`config.mk`:
```
export PLATFORM = sky130hd
export DESIGN_NAME = repeating_timer_task_list_top_flat
export DESIGN_NICKNAME = d
export VERILOG_FILES = /design/src/design/rttl_pkg.sv /design/src/design/rttl_if.sv /design/src/design/rttl_ctrl.sv /design/src/design/rttl_dp.sv /design/src/design/repeating_timer_task_list_top.sv /design/src/flat_wrapper.sv
export VERILOG_INCLUDE_DIRS = /design/src /design/src/design
export SDC_FILE = /design/constraint.sdc
export NUM_CORES = 2
export LEC_CHECK = 0
export ABC_AREA = 0
export BUFFER_PORTS_ARGS = -buffer_cell sky130_fd_sc_hd__buf_2
export CORE_ASPECT_RATIO = 0.6
export CORE_MARGIN = 1.5
export CORE_UTILIZATION = 50
export CTS_CLUSTER_DIAMETER = 50
export DETAILED_ROUTE_END_ITERATION = 8
export PLACE_DENSITY = 0.66
export SYNTH_ARGS = -nofsm -noshare
export SYNTH_HDL_FRONTEND = slang
export SYNTH_HIERARCHICAL = 1
export SYNTH_SLANG_ARGS = --single-unit
export TNS_END_PERCENT = 20
```
`constraint.sdc`:
```
create_clock -name clk -period 23.4 [get_ports clk]
set_input_delay 4.68 -clock clk [delete_from_list [all_inputs] [get_ports clk]]
set_output_delay 4.68 -clock clk [all_outputs]
set_load 0.02 [all_outputs]
```
`src/design/repeating_timer_task_list_top_macros.svh`:
```
`ifndef REPEATING_TIMER_TASK_LIST_TOP_MACROS_SVH
`define REPEATING_TIMER_TASK_LIST_TOP_MACROS_SVH

// Same-cycle check that holds outside reset.
`define RTTL_ASSERT_ALWAYS(label, cond, msg) \
  label: assert property (@(posedge clk) disable iff (rst) (cond)) else $error(msg);

// Same-cycle implication.
`define RTTL_ASSERT_IMPL(label, ante, cons, msg) \
  label: assert property (@(posedge clk) disable iff (rst) (ante) |-> (cons)) else $error(msg);

// Next-cycle implication.
`define RTTL_ASSERT_NEXT(label, ante, cons, msg) \
  label: assert property (@(posedge clk) disable iff (rst) (ante) |=> (cons)) else $error(msg);

`endif

```
`src/design/rttl_pkg.sv`:
```
`default_nettype none

package rttl_pkg;

  localparam int TIME_W      = 32;
  localparam int IVAL_W      = 16;
  localparam int RCNT_W      = 17;
  localparam int ID_W        = 16;
  localparam int MAX_RESULTS = 16;
  localparam int RES_CNT_W   = 5;

  typedef enum logic [1:0] {
    ST_IDLE,
    ST_ADD,
    ST_WALK,
    ST_FLUSH
  } state_t;

  typedef enum logic [1:0] {
    KIND_ADDED  = 2'd0,
    KIND_FIRED  = 2'd1,
    KIND_REJECT = 2'd2
  } kind_t;

  typedef struct packed {
    logic [IVAL_W-1:0]        interval;
    logic signed [RCNT_W-1:0] remaining;
    logic [TIME_W-1:0]        next_time;
    logic [ID_W-1:0]          id;
  } entry_t;

  // Controller to datapath.
  typedef struct packed {
    logic start;   // word accepted this cycle
    logic do_add;
    logic walk;
    logic flush;
  } cmd_t;

  // Datapath to controller.
  typedef struct packed {
    logic in_is_add;
    logic empty;
    logic add_done;
    logic step_done;
    logic walk_end;
    logic flush_done;
  } stat_t;

  function automatic logic [TIME_W-1:0] sat_add(input logic [TIME_W-1:0] a,
                                                 input logic [TIME_W-1:0] b);
    logic [TIME_W:0] s;
    s = {1'b0, a} + {1'b0, b};
    return s[TIME_W] ? {TIME_W{1'b1}} : s[TIME_W-1:0];
  endfunction

endpackage

`default_nettype wire

```
`src/design/rttl_if.sv`:
```
`default_nettype none

interface rttl_req_if;
  logic               valid;
  logic               ready;
  logic               op;
  logic [31:0]        now;
  logic [15:0]        interval;
  logic signed [16:0] repeat_count;

  modport source (output valid, op, now, interval, repeat_count, input ready);
  modport sink   (input valid, op, now, interval, repeat_count, output ready);
endinterface

interface rttl_rsp_if;
  logic        valid;
  logic        ready;
  logic [1:0]  kind;
  logic [15:0] task_id;
  logic        last;

  modport source (output valid, kind, task_id, last, input ready);
  modport sink   (input valid, kind, task_id, last, output ready);
endinterface

`default_nettype wire

```
`src/design/rttl_ctrl.sv`:
```
`default_nettype none

module rttl_ctrl (
  input  wire logic           clk,
  input  wire logic           rst,
  input  wire logic           in_valid,
  output logic                in_ready,
  input  wire rttl_pkg::stat_t stat,
  output rttl_pkg::cmd_t      cmd
);
  import rttl_pkg::*;

  `include "repeating_timer_task_list_top_macros.svh"

  state_t state;
  state_t state_next;

  always_ff @(posedge clk) begin
    if (rst) begin
      state <= ST_IDLE;
    end else begin
      state <= state_next;
    end
  end

  always_comb begin
    state_next = state;
    unique case (state)
      ST_IDLE: begin
        if (in_valid) begin
          if (stat.in_is_add) begin
            state_next = ST_ADD;
          end else if (!stat.empty) begin
            state_next = ST_WALK;
          end
        end
      end
      ST_ADD: begin
        if (stat.add_done) state_next = ST_IDLE;
      end
      ST_WALK: begin
        if (stat.step_done && stat.walk_end) state_next = ST_FLUSH;
      end
      ST_FLUSH: begin
        if (stat.flush_done) state_next = ST_IDLE;
      end
      default: state_next = ST_IDLE;
    endcase
  end

  // Hold off the request side while reset is high.
  always_comb begin
    cmd      = '0;
    in_ready = 1'b0;
    unique case (state)
      ST_IDLE: begin
        in_ready  = !rst;
        cmd.start = in_valid && !rst;
      end
      ST_ADD:   cmd.do_add = 1'b1;
      ST_WALK:  cmd.walk   = 1'b1;
      ST_FLUSH: cmd.flush  = 1'b1;
      default: begin
        cmd      = '0;
        in_ready = 1'b0;
      end
    endcase
  end

  `RTTL_ASSERT_IMPL(a_walk_nonempty, state == ST_WALK, !stat.empty, "walk over an empty list")

endmodule

`default_nettype wire

```
`src/design/rttl_dp.sv`:
```
`default_nettype none

module rttl_dp #(
  parameter int MAX_TASKS = 16
) (
  input  wire logic                clk,
  input  wire logic                rst,
  input  wire rttl_pkg::cmd_t      cmd,
  output rttl_pkg::stat_t          stat,
  input  wire logic                in_op,
  input  wire logic [31:0]         in_now,
  input  wire logic [15:0]         in_interval,
  input  wire logic signed [16:0]  in_repeat_count,
  output logic                     out_valid,
  input  wire logic                out_ready,
  output logic [1:0]               out_kind,
  output logic [15:0]              out_task_id,
  output logic                     out_last
);
  import rttl_pkg::*;

  `include "repeating_timer_task_list_top_macros.svh"

  localparam int IW = (MAX_TASKS > 1) ? $clog2(MAX_TASKS) : 1;
  localparam int CW = $clog2(MAX_TASKS + 1);

  // Captured input word.
  logic                     op_r;
  logic [TIME_W-1:0]        now_r;
  logic [IVAL_W-1:0]        ival_r;
  logic signed [RCNT_W-1:0] rcnt_r;

  entry_t mem [MAX_TASKS];
  entry_t rdata;

  logic [CW-1:0]        count;
  logic [ID_W-1:0]      id_counter;
  logic [IW-1:0]        i;
  logic [CW-1:0]        w;
  logic [RES_CNT_W-1:0] nres;
  logic                 pend_valid;
  logic [ID_W-1:0]      pend_id;

  logic                     out_free;
  logic                     full;
  logic                     fire;
  logic                     report;
  logic                     keep;
  logic                     step_ok;
  logic                     walk_end;
  logic signed [RCNT_W-1:0] rem_new;
  logic [TIME_W-1:0]        next_new;
  logic                     we;
  logic [IW-1:0]            waddr;
  entry_t                   wdata;
  logic                     re;
  logic [IW-1:0]            raddr;
  logic                     add_go;
  logic                     flush_go;

  assign out_free = !out_valid || out_ready;
  assign full     = (count == CW'(MAX_TASKS));

  // Evaluate the entry held in the read register.
  always_comb begin
    fire     = (now_r >= rdata.next_time);
    rem_new  = rdata.remaining;
    next_new = rdata.next_time;
    if (fire) begin
      if (!rdata.remaining[RCNT_W-1] && (rdata.remaining != '0)) begin
        rem_new = rdata.remaining - RCNT_W'(1);
      end
      next_new = sat_add(rdata.next_time, {{(TIME_W-IVAL_W){1'b0}}, rdata.interval});
    end
  end

  assign keep     = (rem_new != '0);
  assign report   = fire && (nres < RES_CNT_W'(MAX_RESULTS));
  // A second report needs the output register to push out the held one.
  assign step_ok  = !(report && pend_valid && !out_free);
  assign walk_end = ((CW'(i) + CW'(1)) == count);
  assign add_go   = cmd.do_add && out_free;
  assign flush_go = cmd.flush && pend_valid && out_free;

  always_comb begin
    we    = 1'b0;
    waddr = w[IW-1:0];
    wdata = '{interval:  rdata.interval,
              remaining: rem_new,
              next_time: next_new,
              id:        rdata.id};
    if (add_go && !full) begin
      we    = 1'b1;
      waddr = count[IW-1:0];
      wdata = '{interval:  ival_r,
                remaining: rcnt_r,
                next_time: sat_add(now_r, {{(TIME_W-IVAL_W){1'b0}}, ival_r}),
                id:        id_counter};
    end else if (cmd.walk && step_ok && keep) begin
      we = 1'b1;
    end
  end

  assign re    = cmd.start || (cmd.walk && step_ok && !walk_end);
  assign raddr = cmd.start ? '0 : IW'(i + 1'b1);

  always_ff @(posedge clk) begin
    if (we) mem[waddr] <= wdata;
    if (re) rdata <= mem[raddr];
  end

  // Control state.
  always_ff @(posedge clk) begin
    if (rst) begin
      count      <= '0;
      id_counter <= '0;
      out_valid  <= 1'b0;
      pend_valid <= 1'b0;
      i          <= '0;
      w          <= '0;
      nres       <= '0;
    end else begin
      if (out_valid && out_ready) out_valid <= 1'b0;
      if (cmd.start) begin
        i          <= '0;
        w          <= '0;
        nres       <= '0;
        pend_valid <= 1'b0;
      end
      if (add_go) begin
        out_valid <= 1'b1;
        if (!full) begin
          count      <= count + CW'(1);
          id_counter <= id_counter + ID_W'(1);
        end
      end
      if (cmd.walk && step_ok) begin
        if (keep) w <= w + CW'(1);
        if (report) begin
          nres       <= nres + RES_CNT_W'(1);
          pend_valid <= 1'b1;
          if (pend_valid) out_valid <= 1'b1;
        end
        if (walk_end) begin
          count <= keep ? (w + CW'(1)) : w;
        end else begin
          i <= i + IW'(1);
        end
      end
      if (flush_go) begin
        out_valid  <= 1'b1;
        pend_valid <= 1'b0;
      end
    end
  end

  // Payload registers.
  always_ff @(posedge clk) begin
    if (cmd.start) begin
      op_r   <= in_op;
      now_r  <= in_now;
      ival_r <= in_interval;
      rcnt_r <= in_repeat_count;
    end
    if (add_go) begin
      out_kind    <= full ? KIND_REJECT : KIND_ADDED;
      out_task_id <= full ? '0 : id_counter;
      out_last    <= 1'b1;
    end
    if (cmd.walk && step_ok && report) begin
      pend_id <= rdata.id;
      if (pend_valid) begin
        out_kind    <= KIND_FIRED;
        out_task_id <= pend_id;
        out_last    <= 1'b0;
      end
    end
    if (flush_go) begin
      out_kind    <= KIND_FIRED;
      out_task_id <= pend_id;
      out_last    <= 1'b1;
    end
  end

  always_comb begin
    stat            = '0;
    stat.in_is_add  = !in_op;
    stat.empty      = (count == '0);
    stat.add_done   = out_free && !op_r;
    stat.step_done  = step_ok;
    stat.walk_end   = walk_end;
    stat.flush_done = !pend_valid || out_free;
  end

  `RTTL_ASSERT_ALWAYS(a_count_max, count <= CW'(MAX_TASKS), "entry count above capacity")
  `RTTL_ASSERT_IMPL(a_wr_behind_rd, cmd.walk, w <= CW'(i), "compaction write passed read")
  `RTTL_ASSERT_ALWAYS(a_nres_max, nres <= RES_CNT_W'(MAX_RESULTS), "result count overrun")
  `RTTL_ASSERT_NEXT(a_add_grows, add_go && !full, count == CW'($past(count) + 1'b1), "add lost")

endmodule

`default_nettype wire

```
`src/design/repeating_timer_task_list_top.sv`:
```
// Add: the result word is registered in the add state once the output is free.
// Tick over N stored tasks: walk one task per cycle unless the output stalls;
// the last result word is registered in the flush state that follows the walk.
// A new request word is taken only in idle, once the add or the tick's walk and
// flush are done; an empty-list tick, or one that fires nothing, gives no words.
// Reset (synchronous, rst high) empties the list and zeroes the id counter.
`default_nettype none

module repeating_timer_task_list_top #(
  parameter int MAX_TASKS = 16
) (
  input wire logic  clk,
  input wire logic  rst,
  rttl_req_if.sink  req,
  rttl_rsp_if.source rsp
);
  import rttl_pkg::*;

  cmd_t  cmd;
  stat_t stat;
  logic  in_ready;

  // Sequencer: idle, add, walk the list, then flush the held firing.
  rttl_ctrl u_ctrl (
    .clk      (clk),
    .rst      (rst),
    .in_valid (req.valid),
    .in_ready (in_ready),
    .stat     (stat),
    .cmd      (cmd)
  );

  assign req.ready = in_ready;

  // Task memory, walk pointers and the result register. A firing is held
  // back one step so the final word of a tick can carry last.
  rttl_dp #(
    .MAX_TASKS (MAX_TASKS)
  ) u_dp (
    .clk             (clk),
    .rst             (rst),
    .cmd             (cmd),
    .stat            (stat),
    .in_op           (req.op),
    .in_now          (req.now),
    .in_interval     (req.interval),
    .in_repeat_count (req.repeat_count),
    .out_valid       (rsp.valid),
    .out_ready       (rsp.ready),
    .out_kind        (rsp.kind),
    .out_task_id     (rsp.task_id),
    .out_last        (rsp.last)
  );

endmodule

`default_nettype wire
```
`src/flat_wrapper.sv`:
```
// flat-port wrapper written by rule: the top's interface ports become plain ports
module repeating_timer_task_list_top_flat import rttl_pkg::*;
#(
  parameter int MAX_TASKS = 16
)
  (clk, rst, req_valid, req_op, req_now, req_interval, req_repeat_count, req_ready, rsp_valid, rsp_kind, rsp_task_id, rsp_last, rsp_ready);
  rttl_req_if req_i ();
  rttl_rsp_if rsp_i ();
  input wire logic clk;
  input wire logic rst;
  input wire logic [$bits(req_i.valid)-1:0] req_valid;
  input wire logic [$bits(req_i.op)-1:0] req_op;
  input wire logic [$bits(req_i.now)-1:0] req_now;
  input wire logic [$bits(req_i.interval)-1:0] req_interval;
  input wire logic [$bits(req_i.repeat_count)-1:0] req_repeat_count;
  output wire logic [$bits(req_i.ready)-1:0] req_ready;
  output wire logic [$bits(rsp_i.valid)-1:0] rsp_valid;
  output wire logic [$bits(rsp_i.kind)-1:0] rsp_kind;
  output wire logic [$bits(rsp_i.task_id)-1:0] rsp_task_id;
  output wire logic [$bits(rsp_i.last)-1:0] rsp_last;
  input wire logic [$bits(rsp_i.ready)-1:0] rsp_ready;
  assign req_i.valid = req_valid;
  assign req_i.op = req_op;
  assign req_i.now = req_now;
  assign req_i.interval = req_interval;
  assign req_i.repeat_count = req_repeat_count;
  assign req_ready = req_i.ready;
  assign rsp_valid = rsp_i.valid;
  assign rsp_kind = rsp_i.kind;
  assign rsp_task_id = rsp_i.task_id;
  assign rsp_last = rsp_i.last;
  assign rsp_i.ready = rsp_ready;
  repeating_timer_task_list_top #(.MAX_TASKS(MAX_TASKS)) u_core (.clk(clk), .rst(rst), .req(req_i), .rsp(rsp_i));
endmodule
```
==> flow_summary_export.csv <==
group,metric,value,unit
global_routing,antenna_found_initial,0,
global_routing,first_global_vias,34827,
power_and_ir_drop,power_frac_comb,7.5,%
drt,ant_nets,0,
drt,post_drt_via_cell_ratio,6.11,
run_status,outcome,"complete, no violations",
yosys,synth_seq_area_share,71.4,%
yosys,synth_warnings,6,
yosys,synthTopCellsByCount,"1459 x edfxtp_1, 512 x nand2_1, 327 x mux2i_1",
yosys,postSynthAreaPerCell,15.1,um^2
floorplan,dieWidth,461,um
place,dp_hpwl,87.7,mm
yosys,async_reset_ff_share,0,%
sta,max_freq,0.0968,GHz
place,numPortBuffers,90,
power_and_ir_drop,p_seq_share,53.6,%
sta,rsz0062_at_grt,"false",
drt,vias,36950,
final_layout,multi_input_area,17100,um^2
final_layout,register_area,45000,um^2
sta,slew_violations,0,
drt,wire_per_inst,26.6,um
sta,setup_violations,0,
power_and_ir_drop,powerDensity,83.2,nW/um^2
yosys,postSynthCellCount,4163,
final_layout,fillers,9618,
setup_path,worstSetupStartpointType,"input pin",
setup_path,crit_top_cell,"buf_2",
global_routing,grt_max_degree,158,
clock_network,ctsLongestPathBuffers,3,
drt,drt_iter0_drc,4654,
setup_path,endpoint_kind,"output pin",
sta,min_period,10330,ps
setup_path,max_stage_delay,340,ps
place,placed_area,65700,um^2
power_and_ir_drop,sw_frac_of_total,23.6,%
floorplan,start_util,50.6,%
clock_network,cts_tree,"built",
drt,drtPass1Iterations,6,
setup_path,crit_chain,"buf_2 > buf_4 > nor3_1 > buf_2",
power_and_ir_drop,intPower,4460,uW
power_and_ir_drop,ir_drop,0.0714,mV
floorplan,rows,100,
sta,max-slew-margin-rel,8.30,%
sta,tightest_slew,1380,ps
sta,hold_violations,0,
global_routing,track_usage,25.0,%
clock_network,insertion_delay,780,ps
floorplan,dieArea,128000,um^2
floorplan,core_area,124000,um^2
final_layout,area_growth,11.5,%
final_layout,fin_nets,4394,
sta,skew,31.8,ps
power_and_ir_drop,p_switching,1380,uW
yosys,syn_area,63000,um^2
worst_hold_path,hp-class,"reg -> reg",
yosys,synth_edf_count,1459,
power_and_ir_drop,p_leak,0.0233,uW
final_layout,insertedDiodeCount,0,
setup_path,path_max_fanout,40,
yosys,synth_most_common_cell,"edfxtp_1",
setup_path,cpMaxStageDelayCell,"nor3_1",
setup_path,cp.required,18720,ps
yosys,syn-num-nets,4307,
yosys,synth_ff_type,"edfxtp_1",
drt,drc_errors,0,
clock_network,cts_buffers,145,
setup_path,arrival,5650,ps
yosys,yosysTopAreaCell,"edfxtp_1",
place,gp_congestion,0.895,
setup_path,critical_path.top_delay_family,"buffers and inverters",
clock_network,post_cts_buffers,0,
yosys,synth_seq_cells,1517,
drt,drt_wl_total,161,mm
sta,fin_crit_sh,44.2,%
sta,fin_setup_tns,0,ps
final_layout,layout-drive-gt1-share,11.9,%
floorplan,io_pins,91,
global_routing,grt_pass1_wl,236,mm
power_and_ir_drop,clkPwrFrac,38.9,%
yosys,yosysUniqueCellTypes,79,
setup_path,crit_type,"in -> out",
yosys,synth_area_leaders,"edfxtp_1 70%, mux2i_1 5.2%, nand2_1 3.0%",
clock_network,root_buffer,"clkbuf_16",
job,cap_violations,0,
final_layout,design_area,70200,um^2
final_layout,fin_util,56.4,%
clock_network,ctsHoldBuffers,0,
clock_network,htreeDepth,4,
clock_network,clkTransAtPathRegs,60,ps
setup_path,cp_num_buf_inv,3,
floorplan,fp.dieH,278,um
global_routing,overflow,0,
yosys,synth_top_area_share,69.5,%
clock_network,cts_resized,0,
clock_network,clock-sinks,1517,
-- cells by family after synthesis --
family / synth area share, %
xor+xnor: 1.10
simple gates: 7.10
flops: 71.4
compound gates: 8.86
buf+inv: 1.88
mux: 8.20
fa+ha+maj: 1.49
-- power groups by stage --
| stage | registers (uW) | clock network (uW) | logic (uW) |
|---|---|---|---|
| 6_report | 3130 | 2270 | 439 |
| 5_1_grt | 3130 | 2410 | 478 |
| 4_1_cts | 3130 | 2310 | 434 |
| 3_5_place_dp | 3190 | 0 | 433 |
| 3_3_place_gp | 3190 | 0 | 423 |
| 2_1_floorplan | 3170 | 0 | 279 |
-- metal layers --
layer | wire [um] | global-route usage [%]
met3 | 14100 | 4.05
met2 | 68900 | 35.5
met5 | 0 | 0
met1 | 74100 | 39.8
met4 | 3390 | 6.58
-- registers in the layout, summed over array words and instances (netlist names), 2 cells and up --
signal and flops:
u_core/u_ctrl/state 2, u_core/u_dp/count 5, u_core/u_dp/i 4, u_core/u_dp/id_counter 16, u_core/u_dp/ival_r 16, u_core/u_dp/mem 1296, u_core/u_dp/now_r 32, u_core/u_dp/nres 5
u_core/u_dp/out_kind 2, u_core/u_dp/out_task_id 16, u_core/u_dp/pend_id 16, u_core/u_dp/rcnt_r 17, u_core/u_dp/rdata 81, u_core/u_dp/w 5
-- final timing paths --
check	startpoint	to	slack, ps	depth (start not counted)
min	u_core/u_dp/out_kind[0]	u_core/u_dp/out_kind[0]	450	2
min reg2reg	u_core/u_dp/out_kind[0]	u_core/u_dp/out_kind[0]	450	2
max	rst	req_ready	13070	4
max reg2reg	u_core/u_dp/now_r[7]	u_core/u_dp/mem[5][16]	16750	12
-- cell usage in the layout (no fill, tap or decap), types with 84 or more instances in the layout --
master | synthesis | final
buf_4 | 2 | 92
clkbuf_16 | 0 | 145
a311oi_1 | 86 | 86
edfxtp_1 | 1459 | 1459
nand2_1 | 512 | 509
a211oi_1 | 255 | 255
a21oi_1 | 182 | 164
nor2_1 | 88 | 84
mux2i_1 | 327 | 327
a31oi_1 | 88 | 88
buf_2 | 4 | 90
nor2b_1 | 167 | 167
-- per-stage QoR --
step	std cells	worst slack [ps]	hold slack [ps]	total power, uW
4_1_cts	6045	13010	450	5870
3_5_place_dp	5786	13020	434	3620
3_3_place_gp	5786	13000	436	3610
6_report	6045	13070	453	5840
2_1_floorplan	4163	11980	426	3450
5_1_grt	6045	12950	472	6020
-- final cells by class --
| cell class | instances | area share (%) |
|---|---|---|
| sequential | 1517 | 64.0 |
| multi-input combinational | 2334 | 24.4 |
| clock buffer | 184 | 5.43 |
| tap | 1683 | 3.00 |
| timing repair buffer | 186 | 1.74 |
| clock inverter | 75 | 1.07 |
| inverter | 66 | 0.353 |
-- worst reg2reg max path, stage by stage (launching register included) --
cell and delay (ps):
edfxtp_1 490, ha_1 370, a41oi_1 210, o21ai_0 210, a221oi_1 870, a21oi_1 380
o211ai_1 300, a32oi_1 160, nand4b_1 490, o21ai_2 400, a21oi_4 850, buf_4 680
buf_4 770
Note: power is estimated with default switching activity, not from simulation.
